`config.mk`:
```
export PLATFORM = sky130hd
export DESIGN_NAME = vps_div
export DESIGN_NICKNAME = d
export VERILOG_FILES = /design/src/design/vps_pkg.sv /design/src/design/vps_div.sv
export SDC_FILE = /design/constraint.sdc
export NUM_CORES = 1
export LEC_CHECK = 0
export BUFFER_PORTS_ARGS = -buffer_cell sky130_fd_sc_hd__buf_2
export CAP_MARGIN = 25
export CORE_UTILIZATION = 30
export CTS_BUF_LIST = sky130_fd_sc_hd__clkbuf_8
export CTS_CLUSTER_DIAMETER = 40
export DETAILED_ROUTE_END_ITERATION = 12
export RECOVER_POWER = 50
export SLEW_MARGIN = 20
export SYNTH_ARGS = -nofsm -noshare
export SYNTH_HDL_FRONTEND = slang
export SYNTH_SLANG_ARGS = --single-unit
```
`constraint.sdc`:
```
create_clock -name i_clk -period 3 [get_ports i_clk]
set_clock_uncertainty 0.15 [all_clocks]
set_input_delay 0.45 -clock i_clk [delete_from_list [all_inputs] [get_ports i_clk]]
set_output_delay 0.45 -clock i_clk [all_outputs]
set_load 0.01 [all_outputs]
```
`src/design/vps_pkg.sv`:
```
package vps_pkg;

    // Field widths
    localparam int PIX_W    = 20;  // linear pixel index
    localparam int LW_W     = 13;  // line width register
    localparam int SAMP_W   = 16;  // left-aligned sample
    localparam int FIELD_W  = 10;  // packed sample
    localparam int WORD_W   = 32;  // store word
    localparam int GPR_W    = 10;  // word groups per padded line
    localparam int Q6_W     = 10;  // column / 6
    localparam int GRP_W    = PIX_W + GPR_W;  // group index

    localparam int STORE_WORDS_DEF = 65536;
    localparam int MAX_WIDTH       = 4096;
    localparam logic [LW_W-1:0] LINE_WIDTH_RST = 13'd1920;

    // Round-up term for 48-pixel line alignment: ceil(w/48) = ((w+47)>>4)/3
    localparam int ALIGN_ADD  = 47;
    localparam int ALIGN_SHR  = 4;
    // x/3 as (x*171)>>9, exact for x < 512
    localparam int DIV3_MUL   = 171;
    localparam int DIV3_SHR   = 9;
    // x/6 as (x*2731)>>14, exact for x < 8192
    localparam int DIV6_MUL   = 2731;
    localparam int DIV6_SHR   = 14;

    typedef enum logic [1:0] {
        CMD_READ   = 2'd0,
        CMD_WR_ALL = 2'd1,
        CMD_WR_Y   = 2'd2,
        CMD_NOP    = 2'd3
    } t_cmd;

    typedef enum logic [1:0] {
        KIND_CB,
        KIND_CR,
        KIND_Y
    } t_kind;

    // Word within the four-word group that holds a sample, per phase
    function automatic logic [1:0] vps_word(t_kind kind, logic [2:0] phase);
        logic [1:0] w;
        w = 2'd0;
        unique case (kind)
            KIND_CB: begin
                w = phase[2:1];
            end
            KIND_CR: begin
                unique case (phase)
                    3'd2, 3'd3: w = 2'd2;
                    3'd4, 3'd5: w = 2'd3;
                    default:    w = 2'd0;
                endcase
            end
            default: begin
                unique case (phase)
                    3'd1, 3'd2: w = 2'd1;
                    3'd3:       w = 2'd2;
                    3'd4, 3'd5: w = 2'd3;
                    default:    w = 2'd0;
                endcase
            end
        endcase
        return w;
    endfunction

    // 10-bit field within the word, per phase
    function automatic logic [1:0] vps_field(t_kind kind, logic [2:0] phase);
        logic [1:0] f;
        f = 2'd0;
        unique case (kind)
            KIND_CB: begin
                f = phase[2:1];
            end
            KIND_CR: begin
                unique case (phase)
                    3'd2, 3'd3: f = 2'd0;
                    3'd4, 3'd5: f = 2'd1;
                    default:    f = 2'd2;
                endcase
            end
            default: begin
                unique case (phase)
                    3'd0, 3'd3: f = 2'd1;
                    3'd2, 3'd5: f = 2'd2;
                    default:    f = 2'd0;
                endcase
            end
        endcase
        return f;
    endfunction

endpackage

```
`src/design/vps_div.sv`:
```
module vps_div (
    input  logic                       i_clk,
    input  logic                       i_rst_n,
    input  logic                       i_start,
    input  logic [vps_pkg::PIX_W-1:0]  i_dividend,
    input  logic [vps_pkg::LW_W-1:0]   i_divisor,
    output logic                       o_done,
    output logic [vps_pkg::PIX_W-1:0]  o_quotient,
    output logic [vps_pkg::LW_W-1:0]   o_remainder
);
    import vps_pkg::*;

    localparam int CNT_W = $clog2(PIX_W);

    logic               r_busy;
    logic               r_done;
    logic [CNT_W-1:0]   r_cnt;
    logic [PIX_W-1:0]   r_quo;
    logic [LW_W-1:0]    r_rem;
    logic [LW_W-1:0]    r_div;

    logic [LW_W:0]      w_trial;
    logic [LW_W:0]      w_diff;
    logic               w_ge;

    // one quotient bit per cycle, restoring
    assign w_trial = {r_rem, r_quo[PIX_W-1]};
    assign w_ge    = (w_trial >= {1'b0, r_div});
    assign w_diff  = w_trial - {1'b0, r_div};

    always_ff @(posedge i_clk) begin
        if (!i_rst_n) begin
            r_busy <= 1'b0;
            r_done <= 1'b0;
            r_cnt  <= '0;
        end else begin
            r_done <= 1'b0;
            if (i_start) begin
                r_busy <= 1'b1;
                r_cnt  <= '0;
            end else if (r_busy) begin
                r_cnt <= r_cnt + CNT_W'(1);
                if (r_cnt == CNT_W'(PIX_W - 1)) begin
                    r_busy <= 1'b0;
                    r_done <= 1'b1;
                end
            end
        end
    end

    always_ff @(posedge i_clk) begin
        if (i_start) begin
            r_quo <= i_dividend;
            r_rem <= '0;
            r_div <= i_divisor;
        end else if (r_busy) begin
            r_rem <= w_ge ? w_diff[LW_W-1:0] : w_trial[LW_W-1:0];
            r_quo <= {r_quo[PIX_W-2:0], w_ge};
        end
    end

    assign o_done      = r_done;
    assign o_quotient  = r_quo;
    assign o_remainder = r_rem;

endmodule

```
==> impl_metrics.toml <==
[grt]
antenna_found_initial = 0
grt_pass1_vias = 1976
grt_usage = 0.1249
grt_max_degree = 31
grt_pass1_wl_um = 9777
grt_remaining_overflow = 0

[sta]
fin_setup_tns_ns = 0
period_needed_ns = 2.804
setup_viol = 0
whs_ns = 0.1607
fmaxAchievable_mhz = 356.7
slew_headroom = -0.05827
report.final.slew_viol_count = 31
tightest_slew_ns = 1.587
rsz0062_at_grt = "false"
fin_crit_sh = 0.9345
finalHoldViolCount = 0

[worst_setup_path]
cpMaxStageDelayCell = "fa_1"
path_max_fanout = 12
worstPathRequired_ns = 3.06
worst-r2r-setup-slack_ns = 0.20
path_class = "flop to flop"
crit_path_cell_trace = "inv_1 > ha_1 > inv_1 > fa_1 > a211o_1 > a21o_4 > a31oi_4 > o31ai_4 > buf_4 > mux2i_1 > a211oi_1"
slowest_delay_ns = 0.42
crit_arrival_ns = 2.86
worstSetupStartpointType = "flop"
cpMostUsedCell = "inv_1"
end_kind = "flop"

[route]
wl_per_cell_um = 14.03
finalWirelength_um = 5949
met2_length_um = 2805
remaining_drc_errors = 0
m1WireLength_um = 2836
vias_per_cell = 4.981
met3_length_um = 261
vias = 2112
dr.pass1.iters = 6
routed.top_layer = "met4"
antenna_left = 0
drt_iter0_drc = 87

[yosys]
yosysTopAreaCell = "edfxtp_1"
synthTopCellsByArea = "edfxtp_1 35%, dfxtp_1 14%, mux2_2 8.1%"
yosysUniqueCellTypes = 46
synth_top_cell_area_share = 0.3550
synth_seq_cells = 53
synthCells = 245
syn_nets = 296
syn_area_per_cell_um2 = 11.39
synth_edf_count = 33
synth_ff_type = "edfxtp_1"
synth_area_um2 = 2791
async_flop_share = 0
synthTopCellsByCount = "33 x edfxtp_1, 20 x dfxtp_1, 20 x mux2_2, 19 x nor2_1, 15 x inv_1"
ys_seq_area_frac = 0.4984
ys.warnings.count = 0
yosysMostFrequentCell = "edfxtp_1"

[power_and_ir_drop]
powerDensity_nw_per_um2 = 524.4
power.leakage_nw = 1.442
peakVddDrop_mv = 0.2689

[clock_network]
cts_resized = 0
clock_path_buffers = 2
clkLatencyLatePin_ns = 0.31
post_cts_buffers = 0
path_clk_slew_ns = 0.11
ctsHtreeMaxLevel = 2
root_buffer = "clkbuf_8"
cts_sinks = 53
cts_inserted_buffers = 5
cts-hold-fix-buffers = 0
cts_tree = "done"

[place]
port-buffer-count = 69
place.gp.congestion = 0.8246
dp_hpwl_um = 4455

[floorplan]
start_util = 0.3155
chipWidth_um = 98.46
ios = 70
dieArea_um2 = 9694
dieHeight_um = 98.46
fp-row-count = 34
coreArea_um2 = 8848

[run]
cap_violations = 1

[min_path]
hold_path_class = "input port to flop"

[layout]
synthToLayoutAreaGrowth_pct = 20.30
layout-drive-gt1-share = 0.3196
diodes = 0
fillers = 923
nNetsFinal = 366

[outcome]
status = "finished with violations"
violations = "max-capacitance violations, max-slew violations"
[worst max-delay path, delay by kind of cell, from the launching register on]
family | cells | cell delay [ns]
AO/OA/AOI/OAI | 5 | 1.12
adder cells (fa/ha/maj) | 2 | 0.57
multiplexers | 1 | 0.12
flip-flops | 1 | 0.41
buffers and inverters | 3 | 0.32
[power by group]
part           total [mW]  leakage [nW]  internal [mW]  switching, mW
Combinational       0.454         0.901          0.206          0.248
Clock               0.424        0.0487          0.171          0.253
Sequential          0.883         0.493          0.845         0.0377
Total                1.76          1.44           1.22          0.539
[cell type report]
cell class | instances | area, um2 | area share
well taps | 108 | 135.1 | 0.04024
multi-input cells | 162 | 1295 | 0.3856
clock buffers | 5 | 68.82 | 0.02049
inverters | 17 | 63.81 | 0.01900
clock inverters | 3 | 26.28 | 0.007824
flip-flops and latches | 53 | 1391 | 0.4143
repair buffers | 76 | 377.9 | 0.1125
[cell usage in the layout, fill, tap and decap left out, types with 3 or more instances in the layout]
cell type / instances
nor3_1: 4
mux2i_1: 6
a21o_1: 6
a311o_1: 3
ha_1: 14
buf_4: 5
inv_1: 15
nand2_1: 11
nor2_1: 19
buf_2: 59
o21ai_0: 3
a31oi_1: 4
a21oi_1: 9
edfxtp_1: 33
o31ai_1: 3
dfxtp_1: 20
a211oi_1: 7
nand4_1: 3
a31o_2: 3
and3_1: 6
xor2_1: 7
mux2_2: 20
xnor2_1: 7
clkbuf_1: 12
clkbuf_8: 5
nand3_1: 5
[final timing paths]
| check | start | endpoint | cells after the start |
|---|---|---|---|
| worst min register to register | r_cnt[4]$_SDFFE_PP0P_ | o_done$_SDFF_PP0_ | 2 |
| worst min-delay path | i_divisor[0] | r_div[0]$_DFFE_PP_ | 1 |
| worst max register to register | o_quotient[19]$_DFFE_PP_ | o_remainder[5]$_SDFFE_PP0P_ | 11 |
| worst max-delay path | o_quotient[19]$_DFFE_PP_ | o_remainder[5]$_SDFFE_PP0P_ | 11 |
[metal layers]
layer,global-route usage,vias up
li1,-,1051
met3,0.02695,2
met5,0,-
met2,0.1993,53
met4,0.02755,0
met1,0.1743,1006
[cells by family (layout without fill, tap and decap cells)]
group | after synthesis | after routing | synth area share
buffers and inverters | 30 | 101 | 0.04393
multiplexers | 26 | 26 | 0.1022
AND/OR/NAND/NOR | 53 | 53 | 0.08875
XOR/XNOR | 14 | 14 | 0.04393
flip-flops | 53 | 53 | 0.4984
adder cells (fa/ha/maj) | 15 | 15 | 0.06992
AO/OA/AOI/OAI | 54 | 54 | 0.1528
[state kept, by name (all words and copies together) (netlist names)]
name	count
o_quotient	20
o_remainder	13
r_div	13
r_cnt	5
o_done	1
r_busy	1
[through the flow]
stage                     instances  total power, mW  cell area, um2  setup slack, ns    util
after detailed placement        416            1.352            3266           0.1445  0.3691
after floorplan                 245            1.208            2791           0.2380       -
after global placement          416            1.349            3266           0.2141  0.3691
after CTS                       424            1.779            3361           0.1036  0.3798
final                           424            1.761            3358           0.1964  0.3795
after global routing            424            1.867            3358          0.04203  0.3795
Note: power is estimated with default switching activity, not from simulation.
